**config.mk**
```make
export PLATFORM = sky130hd
export DESIGN_NAME = button_debounce_press_latch
export DESIGN_NICKNAME = d
export VERILOG_FILES = /design/src/hw/rtl/bdpl_pkg.sv /design/src/hw/rtl/button_debounce_press_latch.sv /design/src/hw/rtl/bdpl_lane.sv /design/src/hw/rtl/bdpl_merge.sv
export SDC_FILE = /design/constraint.sdc
export NUM_CORES = 1
export LEC_CHECK = 0
export ABC_AREA = 1
export BUFFER_PORTS_ARGS = -buffer_cell sky130_fd_sc_hd__buf_2
export CAP_MARGIN = 20
export CORE_AREA = 2 2 223 181
export CTS_CLUSTER_DIAMETER = 50
export DETAILED_ROUTE_END_ITERATION = 12
export DIE_AREA = 0 0 225 183
export PLACE_DENSITY = 0.54
export SYNTH_ARGS = -nofsm -noshare
export SYNTH_HDL_FRONTEND = slang
export SYNTH_SLANG_ARGS = --single-unit
```
**constraint.sdc**
```tcl
create_clock -name clock -period 5.59 [get_ports clock]
set_clock_uncertainty 0.1 [all_clocks]
set_input_delay 1.118 -clock clock [delete_from_list [all_inputs] [get_ports clock]]
set_output_delay 1.118 -clock clock [all_outputs]
set_load 0.01 [all_outputs]
```
**src/hw/rtl/bdpl_pkg.sv**
```systemverilog
package bdpl_pkg;

   // Number of button channels served by the block.
   localparam int CHANNELS = 3;

   // Widths fixed by the item format.
   localparam int ACTION_WIDTH  = 2;
   localparam int CHANNEL_WIDTH = 2;
   localparam int RAW_WIDTH     = 3;
   localparam int TIME_WIDTH    = 32;
   localparam int DEB_WIDTH     = 16;
   localparam int REQ_DATA_WIDTH = 40;
   localparam int REQ_USER_WIDTH = 4;
   localparam int RSP_DATA_WIDTH = 8;

   localparam logic [DEB_WIDTH-1:0] DEBOUNCE_RESET = 16'd20;

   typedef enum logic [ACTION_WIDTH-1:0] {
      ACT_SAMPLE  = 2'd0,
      ACT_TAKE    = 2'd1,
      ACT_RELEASE = 2'd2,
      ACT_UNUSED  = 2'd3
   } action_type;

   // Command broadcast to every lane for one accepted item.
   typedef struct packed {
      logic                  load;
      action_type            action;
      logic [TIME_WIDTH-1:0] now_ms;
      logic [DEB_WIDTH-1:0]  debounce_ms;
   } lane_cmd_type;

   // What a lane reports after applying the item.
   typedef struct packed {
      logic stable;
      logic pending;
      logic taken;
   } lane_status_type;

endpackage

```
**src/hw/rtl/button_debounce_press_latch.sv**
```systemverilog
// A response shows on the rsp side in the cycle after its item is accepted.
// Throughput: one item per cycle unless rsp stalls; every channel lane updates
// in the same cycle; the single response register frees once its response is taken.
// Reset: synchronous, active high; all lanes return to released and clear,
// timestamps to zero, and the debounce interval to 20 ms.
module button_debounce_press_latch (
   input  logic                                  clock,
   input  logic                                  reset,
   input  logic                                  req_tvalid,
   output logic                                  req_tready,
   // raw_levels [2:0], now_ms [34:3], zero fill [39:35]
   input  logic [bdpl_pkg::REQ_DATA_WIDTH-1:0]   req_tdata,
   // action [1:0], channel [3:2]
   input  logic [bdpl_pkg::REQ_USER_WIDTH-1:0]   req_tuser,
   output logic                                  rsp_tvalid,
   input  logic                                  rsp_tready,
   // press_taken [0], stable_levels [3:1], pending_flags [6:4], zero fill [7]
   output logic [bdpl_pkg::RSP_DATA_WIDTH-1:0]   rsp_tdata,
   input  logic                                  csr_wen,
   input  logic [bdpl_pkg::DEB_WIDTH-1:0]        csr_wdata
);
   import bdpl_pkg::*;

   logic [DEB_WIDTH-1:0]     debounce_ff, debounce_in;
   logic                     accept;
   logic [CHANNEL_WIDTH-1:0] channel;
   logic [RAW_WIDTH-1:0]     raw_levels;
   lane_cmd_type             cmd;
   lane_status_type          lane_status [CHANNELS];

   assign debounce_in = csr_wen ? csr_wdata : debounce_ff;

   always_ff @(posedge clock) begin
      if (reset) begin
         debounce_ff <= DEBOUNCE_RESET;
      end else begin
         debounce_ff <= debounce_in;
      end
   end

   // The response register can reload in the same cycle it is drained.
   assign req_tready = !rsp_tvalid || rsp_tready;
   assign accept     = req_tvalid && req_tready;

   assign channel         = req_tuser[ACTION_WIDTH +: CHANNEL_WIDTH];
   assign raw_levels      = req_tdata[RAW_WIDTH-1:0];
   assign cmd.load        = accept;
   assign cmd.action      = action_type'(req_tuser[ACTION_WIDTH-1:0]);
   assign cmd.now_ms      = req_tdata[RAW_WIDTH +: TIME_WIDTH];
   assign cmd.debounce_ms = debounce_ff;

   for (genvar i = 0; i < CHANNELS; i++) begin : g_lane
      logic raw_bit;
      logic hit;

      if (i < RAW_WIDTH) begin : g_raw
         assign raw_bit = raw_levels[i];
      end else begin : g_noraw
         assign raw_bit = 1'b0;
      end

      assign hit = (int'(channel) == i);

      bdpl_lane u_lane (
         .clock     (clock),
         .reset     (reset),
         .cmd       (cmd),
         .hit       (hit),
         .raw_level (raw_bit),
         .status    (lane_status[i])
      );
   end

   bdpl_merge u_merge (
      .clock       (clock),
      .reset       (reset),
      .load        (accept),
      .lane_status (lane_status),
      .rsp_tready  (rsp_tready),
      .rsp_tvalid  (rsp_tvalid),
      .rsp_tdata   (rsp_tdata)
   );

endmodule

```
**src/hw/rtl/bdpl_lane.sv**
```systemverilog
module bdpl_lane (
   input  logic                       clock,
   input  logic                       reset,
   input  bdpl_pkg::lane_cmd_type     cmd,
   input  logic                       hit,
   input  logic                       raw_level,
   output bdpl_pkg::lane_status_type  status
);
   import bdpl_pkg::*;

   logic                  sampled_ff, sampled_in;
   logic [TIME_WIDTH-1:0] change_time_ff, change_time_in;
   logic                  stable_ff, stable_in;
   logic                  pending_ff, pending_in;
   logic                  release_ff, release_in;
   logic                  taken;
   logic [TIME_WIDTH-1:0] elapsed;
   logic                  settled;

   // Wrap-safe age of the current raw level.
   assign elapsed = cmd.now_ms - change_time_ff;
   assign settled = elapsed >= {{(TIME_WIDTH-DEB_WIDTH){1'b0}}, cmd.debounce_ms};

   always_comb begin
      sampled_in     = sampled_ff;
      change_time_in = change_time_ff;
      stable_in      = stable_ff;
      pending_in     = pending_ff;
      release_in     = release_ff;
      taken          = 1'b0;
      if (cmd.load) begin
         unique case (cmd.action)
            ACT_SAMPLE: begin
               if (raw_level != sampled_ff) begin
                  // A level change only restarts the hold timer.
                  sampled_in     = raw_level;
                  change_time_in = cmd.now_ms;
               end else if (settled) begin
                  if (raw_level != stable_ff) begin
                     stable_in = raw_level;
                     if (raw_level && !release_ff) begin
                        pending_in = 1'b1;
                     end
                  end
                  if (!raw_level) begin
                     release_in = 1'b0;
                  end
               end
            end
            ACT_TAKE: begin
               if (hit && pending_ff) begin
                  pending_in = 1'b0;
                  taken      = 1'b1;
               end
            end
            ACT_RELEASE: begin
               if (hit) begin
                  pending_in = 1'b0;
                  release_in = 1'b1;
               end
            end
            default: begin
            end
         endcase
      end
   end

   always_ff @(posedge clock) begin
      if (reset) begin
         sampled_ff     <= 1'b0;
         change_time_ff <= '0;
         stable_ff      <= 1'b0;
         pending_ff     <= 1'b0;
         release_ff     <= 1'b0;
      end else begin
         sampled_ff     <= sampled_in;
         change_time_ff <= change_time_in;
         stable_ff      <= stable_in;
         pending_ff     <= pending_in;
         release_ff     <= release_in;
      end
   end

   // Status reflects the state after this item, as the response needs it.
   assign status.stable  = stable_in;
   assign status.pending = pending_in;
   assign status.taken   = taken;

endmodule

```
**src/hw/rtl/bdpl_merge.sv**
```systemverilog
module bdpl_merge (
   input  logic                                     clock,
   input  logic                                     reset,
   input  logic                                     load,
   input  bdpl_pkg::lane_status_type                lane_status [bdpl_pkg::CHANNELS],
   input  logic                                     rsp_tready,
   output logic                                     rsp_tvalid,
   output logic [bdpl_pkg::RSP_DATA_WIDTH-1:0]      rsp_tdata
);
   import bdpl_pkg::*;

   logic                      valid_ff, valid_in;
   logic [RSP_DATA_WIDTH-1:0] data_ff, data_in;
   logic                      taken_any;
   logic [RAW_WIDTH-1:0]      stable_bits;
   logic [RAW_WIDTH-1:0]      pending_bits;

   always_comb begin
      taken_any = 1'b0;
      for (int i = 0; i < CHANNELS; i++) begin
         taken_any = taken_any | lane_status[i].taken;
      end
   end

   // Only the channels that have a bit in the response are shown.
   for (genvar b = 0; b < RAW_WIDTH; b++) begin : g_bits
      if (b < CHANNELS) begin : g_lane
         assign stable_bits[b]  = lane_status[b].stable;
         assign pending_bits[b] = lane_status[b].pending;
      end else begin : g_none
         assign stable_bits[b]  = 1'b0;
         assign pending_bits[b] = 1'b0;
      end
   end

   always_comb begin
      valid_in = valid_ff;
      data_in  = data_ff;
      if (load) begin
         valid_in = 1'b1;
         data_in  = {{(RSP_DATA_WIDTH-2*RAW_WIDTH-1){1'b0}}, pending_bits, stable_bits,
                     taken_any};
      end else if (rsp_tready) begin
         valid_in = 1'b0;
      end
   end

   always_ff @(posedge clock) begin
      if (reset) begin
         valid_ff <= 1'b0;
      end else begin
         valid_ff <= valid_in;
      end
      data_ff <= data_in;
   end

   assign rsp_tvalid = valid_ff;
   assign rsp_tdata  = data_ff;

endmodule

```
==> impl_metrics.json, run 1 <==
{
  "timing.critical_path.required_ns": 5.71,
  "timing.critical_path.to": "u_merge.rsp_tdata[5]",
  "io_buffers": 68,
  "postCtsHoldBufs": 0,
  "clockBufferDepth": 2,
  "final_period_minus_worst_setup_slack_ns": 4.49,
  "wl_met1_um": 21500,
  "outcome": "complete, no violations",
  "gr-total-overflow": 0,
  "hold_viol_final": 0,
  "dp_slack_ns": 0.683,
  "rows": 65,
  "grt_pass1_vias": 13000,
  "synth_area_mm2": 0.0134,
  "setup_slack_ns": 1.10,
  "grt_antenna_before_repair": 0,
  "drc": 0,
  "cts.reportedPaths.clkPinSlew_ns": 0.06,
  "worst_setup_path_startpoint": "req_tdata[3]",
  "worstMarginPinSlew_ns": 0.887,
  "worstSetupPathDepth": 27,
  "core_mm2": 0.0390,
  "place_inst": 2861,
  "avgRoutedWirePerCell_um": 14.5,
  "timing.critical_path.fanout_max": 6,
  "setup-tns-final_ns": 0,
  "leakage_nw": 8.07,
  "via_per_inst": 4.78,
  "routed_wl_um": 42000,
  "crit_path_start_kind": "input port",
  "worst_path_most_repeated_cell": "sky130_fd_sc_hd__nand2_1",
  "worst-r2r-setup-slack_ns": 1.71,
  "cts.repair.resized": 0,
  "ys_seq_area_frac": 0.202,
  "cts_post_setup_buffers_inserted": 0,
  "holdCritStartpoint": "g_lane[0].u_lane.change_time_ff[14]",
  "r2r_start": "g_lane[1].u_lane.change_time_ff[0]",
  "ir_drop_mv": 0.206,
  "path_class": "input port to flip-flop",
  "ys_ff_latch": 132,
  "fraction_of_layout_cells_with_a_size_suffix_above_1": 0.0744,
  "report.power.total_w": 0.00339,
  "final_weighted_congestion_in_routability_driven_placement": 0.956,
  "final_cells": 2893,
  "path_buf_inv": 4,
  "arrival_time_of_data_at_the_critical_path_endpoint_ns": 4.60,
  "cp_top_family": "simple AND/OR/NAND/NOR gates",
  "total_vias_in_the_final_route": 13800,
  "timing.fmax_mhz": 223,
  "layout_commonest_cell": "sky130_fd_sc_hd__nand2_1",
  "rsz0062_at_grt": "no",
  "routed-wl-met2_um": 18200,
  "synth_area_per_cell_um2": 5.78,
  "wire_length_of_the_first_global_routing_pass_um": 67300,
  "async_reset_ff_frac": 0,
  "drtPass1Iterations": 5,
  "die_h_um": 183,
  "relSlewSlack": 0.408,
  "die_footprint_mm2": 0.0412,
  "postSynthCellCount": 2324,
  "met3RoutedLength_um": 1610,
  "numClockSinks": 132,
  "cp_slowest_stage_delay_ns": 0.44,
  "net_count_synth": 2533,
  "nets": 2588,
  "most-common-layout-cells": "sky130_fd_sc_hd__nand2_1, sky130_fd_sc_hd__inv_1, sky130_fd_sc_hd__a21oi_1, sky130_fd_sc_hd__nor2_1, sky130_fd_sc_hd__ha_1",
  "grt_max_degree": 73,
  "power_density_mw_per_mm2": 227,
  "reg2reg_depth": 25,
  "grt_usage": 0.210,
  "cap_viol_max_count": 0,
  "synth_edf_count": 7,
  "clock_tree.htree_level_count": 4,
  "start_util": 0.345,
  "design.portCount": 75,
  "cts_inserted_buffers": 17,
  "finalSetupViolations": 0,
  "yosys_warnings": 0,
  "root_buffer": "sky130_fd_sc_hd__clkbuf_16",
  "worstSetupEndpointType": "flip-flop",
  "hp-class": "flip-flop to flip-flop",
  "layout_worst_path_cycle_share": 0.803,
  "critical-path-slowest-cell": "sky130_fd_sc_hd__fa_1",
  "slew_viol_final": 0,
  "area.growth.synth_to_final_pct": 11.2,
  "detail-route-antenna-nets": 0,
  "detail_placement_hpwl_um": 35200,
  "die_w_um": 225,
  "worst_r2r_endpoint": "u_merge.rsp_tdata[5]",
  "n_antenna_cell": 0,
  "yosys_most_used_dff": "sky130_fd_sc_hd__dfxtp_1",
  "detail_route.iter0.violations": 866,
  "netlist-cell-type-count": 40,
  "highest_layer": "met4",
  "tritoncts": "yes",
  "insertion_delay_ns": 0.45,
  "layout.core_utilization": 0.383
}
-- synthesized netlist by cell type (5+ instances only) --
cell	instances	area, um^2
sky130_fd_sc_hd__dfxtp_1	125	2500
sky130_fd_sc_hd__a21oi_1	193	966
sky130_fd_sc_hd__nand2_2	26	163
sky130_fd_sc_hd__ha_1	141	1760
sky130_fd_sc_hd__xor2_1	41	359
sky130_fd_sc_hd__edfxtp_1	7	210
sky130_fd_sc_hd__inv_2	14	52.6
sky130_fd_sc_hd__inv_1	481	1810
sky130_fd_sc_hd__nor2_2	14	87.6
sky130_fd_sc_hd__o21bai_1	11	82.6
sky130_fd_sc_hd__nand3_1	96	480
sky130_fd_sc_hd__xnor2_1	6	52.6
sky130_fd_sc_hd__a211oi_1	5	37.5
sky130_fd_sc_hd__nor3_1	21	105
sky130_fd_sc_hd__o21ai_0	122	611
sky130_fd_sc_hd__a21oi_2	5	43.8
sky130_fd_sc_hd__nand2_1	741	2780
sky130_fd_sc_hd__clkbuf_1	32	120
sky130_fd_sc_hd__nand3_2	9	90.1
sky130_fd_sc_hd__nand4_1	21	131
sky130_fd_sc_hd__nor2_1	170	638
sky130_fd_sc_hd__nand3b_1	10	75.1
-- power breakdown --
group	switching (W)	total [W]	internal, W
registers	0.0000125	0.00100	0.000992
clock network	0.000477	0.00124	0.000759
logic	0.000758	0.00115	0.000394
total	0.00125	0.00339	0.00215
-- cell families after synthesis --
kind of cell    after synthesis  share of synthesized area
buf+inv                     535                      0.151
simple gates               1120                      0.346
fa+ha+maj                   144                      0.136
other cells                   1                   0.000279
flops                       132                      0.202
compound gates              345                      0.134
xor+xnor                     47                     0.0306
-- per-layer routing --
| layer | up-vias | global-route usage |
|---|---|---|
| met5 | - | 0 |
| met1 | 6239 | 0.295 |
| met2 | 215 | 0.339 |
| met4 | 0 | 0.0511 |
| met3 | 43 | 0.0295 |
| li1 | 7321 | - |
-- registers in the layout, indices dropped and copies added, names as in the netlist --
name                          cells
g_lane.u_lane.change_time_ff     96
debounce_ff                      16
g_lane.u_lane.pending_ff          3
g_lane.u_lane.release_ff          3
u_merge.rsp_tdata                 7
g_lane.u_lane.sampled_ff          3
u_merge.rsp_tvalid                1
g_lane.u_lane.stable_ff           3
-- worst reg2reg max path, cell delays in order, from the launching register on --
cell,delay (ns)
sky130_fd_sc_hd__dfxtp_1,0.31
sky130_fd_sc_hd__ha_1,0.21
sky130_fd_sc_hd__fa_1,0.44
sky130_fd_sc_hd__inv_1,0.10
sky130_fd_sc_hd__nand3_1,0.07
sky130_fd_sc_hd__nand3_1,0.17
sky130_fd_sc_hd__nand2_1,0.08
sky130_fd_sc_hd__nand2_1,0.16
sky130_fd_sc_hd__nand2_1,0.08
sky130_fd_sc_hd__nand2_1,0.10
sky130_fd_sc_hd__xor2_1,0.21
sky130_fd_sc_hd__ha_1,0.26
sky130_fd_sc_hd__nand2_1,0.08
sky130_fd_sc_hd__nor2_1,0.05
sky130_fd_sc_hd__a211oi_1,0.21
sky130_fd_sc_hd__nand3_1,0.11
sky130_fd_sc_hd__nor2_1,0.21
sky130_fd_sc_hd__nand3_1,0.10
sky130_fd_sc_hd__nor2_1,0.11
sky130_fd_sc_hd__nand3_2,0.13
sky130_fd_sc_hd__nand2_1,0.09
sky130_fd_sc_hd__nand2_1,0.05
sky130_fd_sc_hd__nand2_1,0.05
sky130_fd_sc_hd__nand2_1,0.05
sky130_fd_sc_hd__nand2_1,0.07
sky130_fd_sc_hd__inv_1,0.04
-- layout make-up --
type / count / area (um^2)
inverter: 498 / 1870
clock inverter: 12 / 165
timing repair buffer: 73 / 390
multi-input combinational: 1657 / 8690
sequential: 132 / 2710
tap: 502 / 628
clock buffer: 19 / 475
fill: 4253 / 24000
-- through the flow --
step,area (um^2),hold WS [ns]
after CTS,14900,0.361
after floorplan,13400,0.333
after global placement,14300,0.345
after global routing,14900,0.367
final,14900,0.355
after detailed placement,14300,0.352
-- worst min path at each step --
stage | cells past startpoint | slack [ns] | end
after floorplan | 2 | 0.33 | g_lane[1].u_lane.change_time_ff[21]
after global placement | 2 | 0.34 | g_lane[0].u_lane.change_time_ff[13]
after detailed placement | 2 | 0.35 | g_lane[2].u_lane.change_time_ff[13]
after CTS | 2 | 0.36 | g_lane[2].u_lane.change_time_ff[13]
after global routing | 2 | 0.37 | g_lane[1].u_lane.change_time_ff[4]
final | 2 | 0.36 | g_lane[0].u_lane.change_time_ff[14]
Power figures use the tool's default switching activity.
==> run 2, diff against run 1 <==
--- a/config.mk
+++ b/config.mk
@@ -5,14 +5,14 @@
 export SDC_FILE = /design/constraint.sdc
 export NUM_CORES = 1
 export LEC_CHECK = 0
-export ABC_AREA = 1
+export ABC_AREA = 0
 export BUFFER_PORTS_ARGS = -buffer_cell sky130_fd_sc_hd__buf_2
 export CAP_MARGIN = 20
-export CORE_AREA = 2 2 223 181
+export CORE_AREA = 2 2 209 170
 export CTS_CLUSTER_DIAMETER = 50
 export DETAILED_ROUTE_END_ITERATION = 12
-export DIE_AREA = 0 0 225 183
-export PLACE_DENSITY = 0.54
+export DIE_AREA = 0 0 211 172
+export PLACE_DENSITY = 0.55
 export SYNTH_ARGS = -nofsm -noshare
 export SYNTH_HDL_FRONTEND = slang
 export SYNTH_SLANG_ARGS = --single-unit
==> constraint.sdc (replaced) <==
create_clock -name clock -period 4.3 [get_ports clock]
set_clock_uncertainty 0.1 [all_clocks]
set_input_delay 0.86 -clock clock [delete_from_list [all_inputs] [get_ports clock]]
set_output_delay 0.86 -clock clock [all_outputs]
set_load 0.01 [all_outputs]
==> run 2 against run 1 <==
The flow now finishes with violations (negative setup slack); first-iteration DRC count grew 8.4%; via count fell by 10%; sequential share of layout area decreased by 0.62 points; final cell count fell by 19%; worst hold slack got worse by 0.0036 ns; flip-flop and latch count stayed put; power increased by 25%; combinational power increased by 23%; clock power up 24%; global-route usage is 0.45 points higher; critical path depth down 5; largest cell class unchanged; largest power group unchanged.
==> impl_metrics.json, run 2 <==
{
  "layout_commonest_cell": "sky130_fd_sc_hd__nand2_1",
  "nets": 2098,
  "grt_util_met2": 0.338,
  "drtPass1Iterations": 6,
  "path_buf_inv": 3,
  "rows": 61,
  "design.portCount": 75,
  "cts.reportedPaths.clkPinSlew_ns": 0.06,
  "finalSetupViolations": 11,
  "synth.cells.most_frequent": "sky130_fd_sc_hd__nand2_1, sky130_fd_sc_hd__a21oi_1, sky130_fd_sc_hd__ha_1, sky130_fd_sc_hd__inv_1, sky130_fd_sc_hd__dfxtp_1",
  "hp-class": "flip-flop to flip-flop",
  "synth_edf_count": 7,
  "gr-total-overflow": 0,
  "worst-r2r-setup-slack_ns": -0.06,
  "combinational_family_with_the_most_area_after_synthesis": "compound AO/OA/AOI/OAI gates",
  "most-common-layout-cells": "sky130_fd_sc_hd__nand2_1, sky130_fd_sc_hd__buf_4, sky130_fd_sc_hd__a21oi_1, sky130_fd_sc_hd__inv_1, sky130_fd_sc_hd__ha_1",
  "use_met3": 0.0376,
  "slew_viol_final": 0,
  "synth_compound_gate_area_share": 0.264,
  "relSlewSlack": 0.501,
  "yosys.area_share.simple": 0.220,
  "wire_length_of_the_first_global_routing_pass_um": 61100,
  "routed_wl_um": 38600,
  "postSynthCellCount": 1640,
  "power_density_mw_per_mm2": 275,
  "synth_area_mm2": 0.0119,
  "layout_worst_path_cycle_share": 1.04,
  "area.growth.synth_to_final_pct": 30.4,
  "holdPathStages": 2,
  "n_antenna_cell": 0,
  "global_route.usage.met1": 0.309,
  "start_util": 0.346,
  "layout.core_utilization": 0.451,
  "failed_checks": "negative setup slack",
  "hold_viol_final": 0,
  "avgRoutedWirePerCell_um": 16.5,
  "global_route.peak_usage_layer": "met2",
  "detail_route.iter0.violations": 939,
  "detail-route-antenna-nets": 0,
  "cts_inserted_buffers": 17,
  "path_class": "input port to flip-flop",
  "proportion_of_synthesized_area_in_mux_cells": 0.0222,
  "timing.fmax_mhz": 223,
  "largest_register_ffs": 96,
  "yosys.cell_count.top_type": "sky130_fd_sc_hd__nand2_1",
  "final_weighted_congestion_in_routability_driven_placement": 0.929,
  "grt_antenna_before_repair": 0,
  "post_synth_xor_area_fraction": 0.0436,
  "worst_r2r_endpoint": "g_lane[2].u_lane.release_ff",
  "yosys_warnings": 0,
  "via_per_inst": 5.28,
  "grt_usage": 0.215,
  "timing.critical_path.fanout_max": 3,
  "insertion_delay_ns": 0.45,
  "crit_path_start_kind": "input port",
  "root_buffer": "sky130_fd_sc_hd__clkbuf_16",
  "synthDominantAreaCellType": "sky130_fd_sc_hd__dfxtp_1",
  "synth_area_per_cell_um2": 7.23,
  "worstSetupEndpointType": "flip-flop",
  "cap_viol_max_count": 0,
  "arrival_time_of_data_at_the_critical_path_endpoint_ns": 4.75,
  "timing.critical_path.required_ns": 4.57,
  "clock_tree.htree_level_count": 4,
  "outcome": "complete, but fails checks",
  "hold_ws_ns": 0.352,
  "grt_pass1_vias": 11500,
  "async_reset_ff_frac": 0,
  "drc": 0,
  "yosys_most_used_dff": "sky130_fd_sc_hd__dfxtp_1",
  "synth_largest_type_area_fraction": 0.211,
  "netlist-cell-type-count": 84,
  "registers.top_by_ff_count": "g_lane.u_lane.change_time_ff",
  "cp_top_family": "compound AO/OA/AOI/OAI gates",
  "numClockSinks": 132,
  "critical-path-slowest-cell": "sky130_fd_sc_hd__a221o_1",
  "reg2reg_depth": 22,
  "ys_seq_area_frac": 0.229,
  "yosys-top-cells-area": "sky130_fd_sc_hd__dfxtp_1, sky130_fd_sc_hd__ha_1, sky130_fd_sc_hd__nand2_1, sky130_fd_sc_hd__a21oi_1, sky130_fd_sc_hd__inv_1",
  "die_w_um": 211,
  "core_mm2": 0.0343,
  "r2r_start": "g_lane[2].u_lane.change_time_ff[4]",
  "detail_placement_hpwl_um": 30200,
  "crit_chain": "buf_8, ha_4, and2_4, a221o_1, o2111ai_2, or2b_1, a21o_1, xor2_1, ha_2, a21oi_2, nor2_1, a211oi_2, o221ai_2, a2111oi_4, o2111ai_2, nor4_4, nand4_4, buf_6, o31ai_4, buf_4, nor2_1, nor3_1",
  "rsz0062_at_grt": "yes",
  "cp_slowest_stage_delay_ns": 0.33,
  "io_buffers": 68,
  "fraction_of_layout_cells_with_a_size_suffix_above_1": 0.226,
  "worstMarginPinSlew_ns": 0.748,
  "total_vias_in_the_final_route": 12400,
  "setup_slack_ns": -0.184,
  "ys_ff_latch": 132,
  "yosys.area_share.adder": 0.154,
  "ir_drop_mv": 0.185,
  "net_count_synth": 1849,
  "die_h_um": 172,
  "tritoncts": "yes",
  "clockBufferDepth": 2,
  "holdCritStartpoint": "g_lane[1].u_lane.change_time_ff[7]",
  "hold-path-endpoint": "g_lane[1].u_lane.change_time_ff[7]",
  "grt_max_degree": 65,
  "leakage_nw": 6.11,
  "die_footprint_mm2": 0.0363,
  "final_period_minus_worst_setup_slack_ns": 4.48,
  "postCtsHoldBufs": 0
}
run 2: per-layer routing:
layer | wire [um] | vias up
met1 | 19800 | 5759
met3 | 1960 | 26
li1 | - | 6310
met4 | 280 | 0
met5 | 0 | -
met2 | 16500 | 274
run 2: worst register-to-register path: cells and delay by family (launching register included):
family	cells	cell delay, ns
flops	1	0.34
compound gates	9	1.84
fa+ha+maj	2	0.40
buf+inv	3	0.40
simple gates	7	1.02
xor+xnor	1	0.14
run 2: per-stage QoR:
step / total power [W] / instances / setup TNS, ns / worst slack, ns / area (um^2)
final: 0.00425 / 2343 / -1.31 / -0.184 / 15500
after global routing: 0.00449 / 2343 / -4.14 / -0.419 / 15500
after CTS: 0.00422 / 2338 / -2.48 / -0.242 / 15200
after detailed placement: 0.00261 / 2290 / -12.24 / -0.908 / 14200
after global placement: 0.00259 / 2290 / -10.34 / -0.769 / 14200
after floorplan: 0.00212 / 1640 / -0.999 / -0.297 / 12000
run 2: repair_timing:
item                       in CTS  in global routing
setup buffers                  16                  5
setup endpoints to repair      15                 15
pin swaps                      58                 46
gates resized for setup        56                 41
run 2: worst max path at each step:
stage / startpoint / to / slack (ns) / cells past startpoint
6_report: req_tdata[8] / g_lane[2].u_lane.release_ff / -0.18 / 22
3_3_place_gp: req_tdata[3] / u_merge.rsp_tdata[3] / -0.77 / 21
3_5_place_dp: req_tdata[3] / u_merge.rsp_tdata[3] / -0.91 / 22
5_1_grt: req_tdata[8] / u_merge.rsp_tdata[3] / -0.42 / 21
4_1_cts: req_tdata[3] / u_merge.rsp_tdata[4] / -0.24 / 20
2_1_floorplan: req_tdata[8] / u_merge.rsp_tdata[3] / -0.30 / 19
run 2: kinds of logic (layout without fill, tap and decap cells):
family | Yosys count | after routing
simple gates | 572 | 572
compound gates | 496 | 496
buf+inv | 210 | 472
fa+ha+maj | 144 | 144
flops | 132 | 132
xor+xnor | 59 | 59
mux | 26 | 26
other cells | 1 | 1
run 2: layout make-up:
cell class	instances	area, um^2
inverter	137	527
fill	3454	18800
clock inverter	11	151
timing repair buffer	303	2210
multi-input combinational	1298	8850
clock buffer	21	460
sequential	132	2710
tap	441	552
run 2: power breakdown:
group,internal [W],total [W],switching (W)
Combinational,0.000636,0.00142,0.000788
Sequential,0.00127,0.00128,0.0000176
Clock,0.000945,0.00154,0.000597
==> run 3, diff against run 2 <==
--- a/config.mk
+++ b/config.mk
@@ -12,7 +12,6 @@
 export CTS_CLUSTER_DIAMETER = 50
 export DETAILED_ROUTE_END_ITERATION = 12
 export DIE_AREA = 0 0 211 172
-export PLACE_DENSITY = 0.55
 export SYNTH_ARGS = -nofsm -noshare
 export SYNTH_HDL_FRONTEND = slang
 export SYNTH_SLANG_ARGS = --single-unit
==> run 3 against run 2 <==
The run still ends with negative setup slack left; via count grew 0.37%; sequential share of layout area is 0.080 points higher; core utilization down 0.20 points; global-route usage barely moved; critical path depth shrank 2; setup slack lost 0.013 ns; design area down 0.45%; first-iteration DRC count down 4.5%; final cell count is 0.21% lower; non-clock buffer count decreased by 4; power is 0.89% higher; highest routed layer unchanged.
==> impl_metrics.json, run 3 (synthesis gave the netlist of run 2 again) <==
{
  "design.portCount": 75,
  "via_per_inst": 5.31,
  "path_class": "input port to flip-flop",
  "die_footprint_mm2": 0.0363,
  "relSlewSlack": 0.636,
  "hold-path-endpoint": "g_lane[1].u_lane.change_time_ff[23]",
  "drc": 0,
  "nets": 2094,
  "worst_path_most_repeated_cell": "sky130_fd_sc_hd__nand4b_1",
  "routed_wl_um": 38700,
  "most-common-layout-cells": "sky130_fd_sc_hd__nand2_1, sky130_fd_sc_hd__buf_4, sky130_fd_sc_hd__a21oi_1, sky130_fd_sc_hd__inv_1, sky130_fd_sc_hd__ha_1",
  "holdPathStages": 2,
  "total_vias_in_the_final_route": 12400,
  "setup-tns-final_ns": -1.24,
  "fillers": 3485,
  "worst_r2r_endpoint": "u_merge.rsp_tdata[3]",
  "layout.core_utilization": 0.449,
  "die_w_um": 211,
  "slew_viol_final": 0,
  "reg2reg_depth": 20,
  "multi_input_area_mm2": 0.00886,
  "hold_viol_final": 0,
  "layout_worst_path_cycle_share": 1.05,
  "start_util": 0.346,
  "avgRoutedWirePerCell_um": 16.6,
  "layout_commonest_cell": "sky130_fd_sc_hd__nand2_1",
  "worstMarginPinSlew_ns": 0.546,
  "die_h_um": 172,
  "timing.critical_path.required_ns": 4.39,
  "cp_slowest_stage_delay_ns": 0.38,
  "area.growth.synth_to_final_pct": 29.9,
  "grt_pass1_vias": 11700,
  "layout.cell_area.non_filler_mm2": 0.0154,
  "clock_tree.htree_level_count": 4,
  "power_frac_comb": 0.332,
  "power.clock.fraction": 0.368,
  "power.switching_fraction": 0.331,
  "regArea_mm2": 0.00271,
  "clockBufferDepth": 2,
  "r2r_start": "g_lane[2].u_lane.change_time_ff[4]",
  "cts_inserted_buffers": 17,
  "crit_path_start_kind": "input port",
  "ir_drop_mv": 0.291,
  "n_antenna_cell": 0,
  "detailed_place.area_mm2": 0.0142,
  "core_mm2": 0.0343,
  "holdCritStartpoint": "g_lane[1].u_lane.change_time_ff[23]",
  "crit_chain": "buf_12, inv_12, buf_8, ha_4, fa_2, nor2b_4, o2111ai_4, a211oi_2, nor2_2, o21ai_2, xor2_1, ha_1, a2111oi_4, nand2_1, o221ai_2, nand4b_1, a2111oi_2, nand4b_1, o31ai_4, o41ai_2",
  "path_buf_inv": 3,
  "outcome": "complete, but fails checks",
  "hp-class": "flip-flop to flip-flop",
  "worstSetupEndpointType": "flip-flop",
  "detail_route.iter0.violations": 897,
  "grt_max_degree": 51,
  "postCtsHoldBufs": 0,
  "arrival_time_of_data_at_the_critical_path_endpoint_ns": 4.59,
  "cell_internal_pwr_w": 0.00287,
  "numClockSinks": 132,
  "net-switching-power_w": 0.00142,
  "timing.critical_path.fanout_max": 3,
  "wire_length_of_the_first_global_routing_pass_um": 61200,
  "timing.fmax_mhz": 222,
  "root_buffer": "sky130_fd_sc_hd__clkbuf_16",
  "grt_usage": 0.215,
  "worst-r2r-setup-slack_ns": 0,
  "tritoncts": "yes",
  "hold_ws_ns": 0.352,
  "gr-total-overflow": 0,
  "grt_antenna_before_repair": 0,
  "failed_checks": "negative setup slack",
  "registers.top_by_ff_count": "g_lane.u_lane.change_time_ff",
  "io_buffers": 68,
  "leakage_nw": 6.09,
  "detail-route-antenna-nets": 0,
  "rsz0062_at_grt": "yes",
  "insertion_delay_ns": 0.45,
  "share_seq_of_total_power": 0.300,
  "setup_slack_ns": -0.197,
  "final_period_minus_worst_setup_slack_ns": 4.50,
  "critical-path-slowest-cell": "sky130_fd_sc_hd__fa_2",
  "power_density_mw_per_mm2": 278,
  "cp_top_family": "compound AO/OA/AOI/OAI gates",
  "largest_register_ffs": 96,
  "fraction_of_layout_cells_with_a_size_suffix_above_1": 0.222,
  "final_weighted_congestion_in_routability_driven_placement": 0.895,
  "cts.reportedPaths.clkPinSlew_ns": 0.06,
  "cap_viol_max_count": 0,
  "drtPass1Iterations": 5,
  "detail_placement_hpwl_um": 30800,
  "rows": 61,
  "finalSetupViolations": 8
}
[run 3: cell types whose count changed in the layout (fill, tap and decap cells not counted), moves of 2 or more]
cell                         delta
sky130_fd_sc_hd__ha_1           +2
sky130_fd_sc_hd__nor2b_1        -2
sky130_fd_sc_hd__buf_12         -2
sky130_fd_sc_hd__buf_6          -7
sky130_fd_sc_hd__buf_4          +3
sky130_fd_sc_hd__clkbuf_8       -2
sky130_fd_sc_hd__clkinvlp_4     -2
[run 3: worst reg2reg max path, cell delays in order, from the launching register on]
cell,delay (ns)
sky130_fd_sc_hd__dfxtp_1,0.34
sky130_fd_sc_hd__inv_1,0.07
sky130_fd_sc_hd__ha_4,0.22
sky130_fd_sc_hd__and2_4,0.14
sky130_fd_sc_hd__a221o_1,0.34
sky130_fd_sc_hd__o2111ai_2,0.21
sky130_fd_sc_hd__or2b_1,0.25
sky130_fd_sc_hd__a21o_1,0.18
sky130_fd_sc_hd__xor2_1,0.14
sky130_fd_sc_hd__ha_2,0.17
sky130_fd_sc_hd__a21oi_2,0.11
sky130_fd_sc_hd__nor2_1,0.05
sky130_fd_sc_hd__a211oi_2,0.24
sky130_fd_sc_hd__o221ai_2,0.16
sky130_fd_sc_hd__a2111oi_4,0.21
sky130_fd_sc_hd__o2111ai_2,0.18
sky130_fd_sc_hd__nor4_4,0.20
sky130_fd_sc_hd__nand4_4,0.20
sky130_fd_sc_hd__o311ai_4,0.27
sky130_fd_sc_hd__and2b_1,0.19
sky130_fd_sc_hd__nor2_1,0.05
[run 3: worst max-delay path by stage]
stage | start | endpoint | cells past startpoint
final | req_tdata[3] | u_merge.rsp_tdata[4] | 20
after global routing | req_tdata[3] | g_lane[0].u_lane.pending_ff | 21
after CTS | req_tdata[8] | u_merge.rsp_tdata[3] | 20
after detailed placement | req_tdata[3] | g_lane[1].u_lane.stable_ff | 23
after global placement | req_tdata[3] | u_merge.rsp_tdata[3] | 21
after floorplan | req_tdata[8] | u_merge.rsp_tdata[3] | 19
[run 3: final cells by class]
cell class                      count  share of cell area
Clock buffer                       19              0.0281
Clock inverter                     12              0.0117
Inverter                          137              0.0342
Multi-Input combinational cell   1298               0.575
Sequential cell                   132               0.176
Tap cell                          441              0.0358
Timing Repair Buffer              299               0.139
[run 3: per-stage QoR]
step	std cells	worst slack (ns)	total power, W
finish	2338	-0.197	0.00429
global placement	2294	-0.761	0.00259
global route	2338	-0.401	0.00453
floorplan	1640	-0.297	0.00212
CTS	2331	-0.218	0.00425
detailed placement	2294	-0.897	0.00261
[run 3: routing by layer]
layer,track usage,wire length [um]
met5,0,0
met4,0.0377,335
met3,0.0410,1840
met2,0.333,16500
met1,0.312,20100
[run 3: timing repair]
item                                    CTS  global route
endpoints found under the hold margin     0             0
pin swaps                                36            26
buffers inserted                          6             7
endpoints found under the setup margin   15            15
resized for setup                        52            37
[run 3: power by group through the flow]
stage / logic (W) / clock network [W] / registers (W)
2_1_floorplan: 0.000807 / 0 / 0.00131
3_3_place_gp: 0.00128 / 0 / 0.00131
3_5_place_dp: 0.00130 / 0 / 0.00131
4_1_cts: 0.00136 / 0.00161 / 0.00128
5_1_grt: 0.00157 / 0.00167 / 0.00129
6_report: 0.00142 / 0.00158 / 0.00128
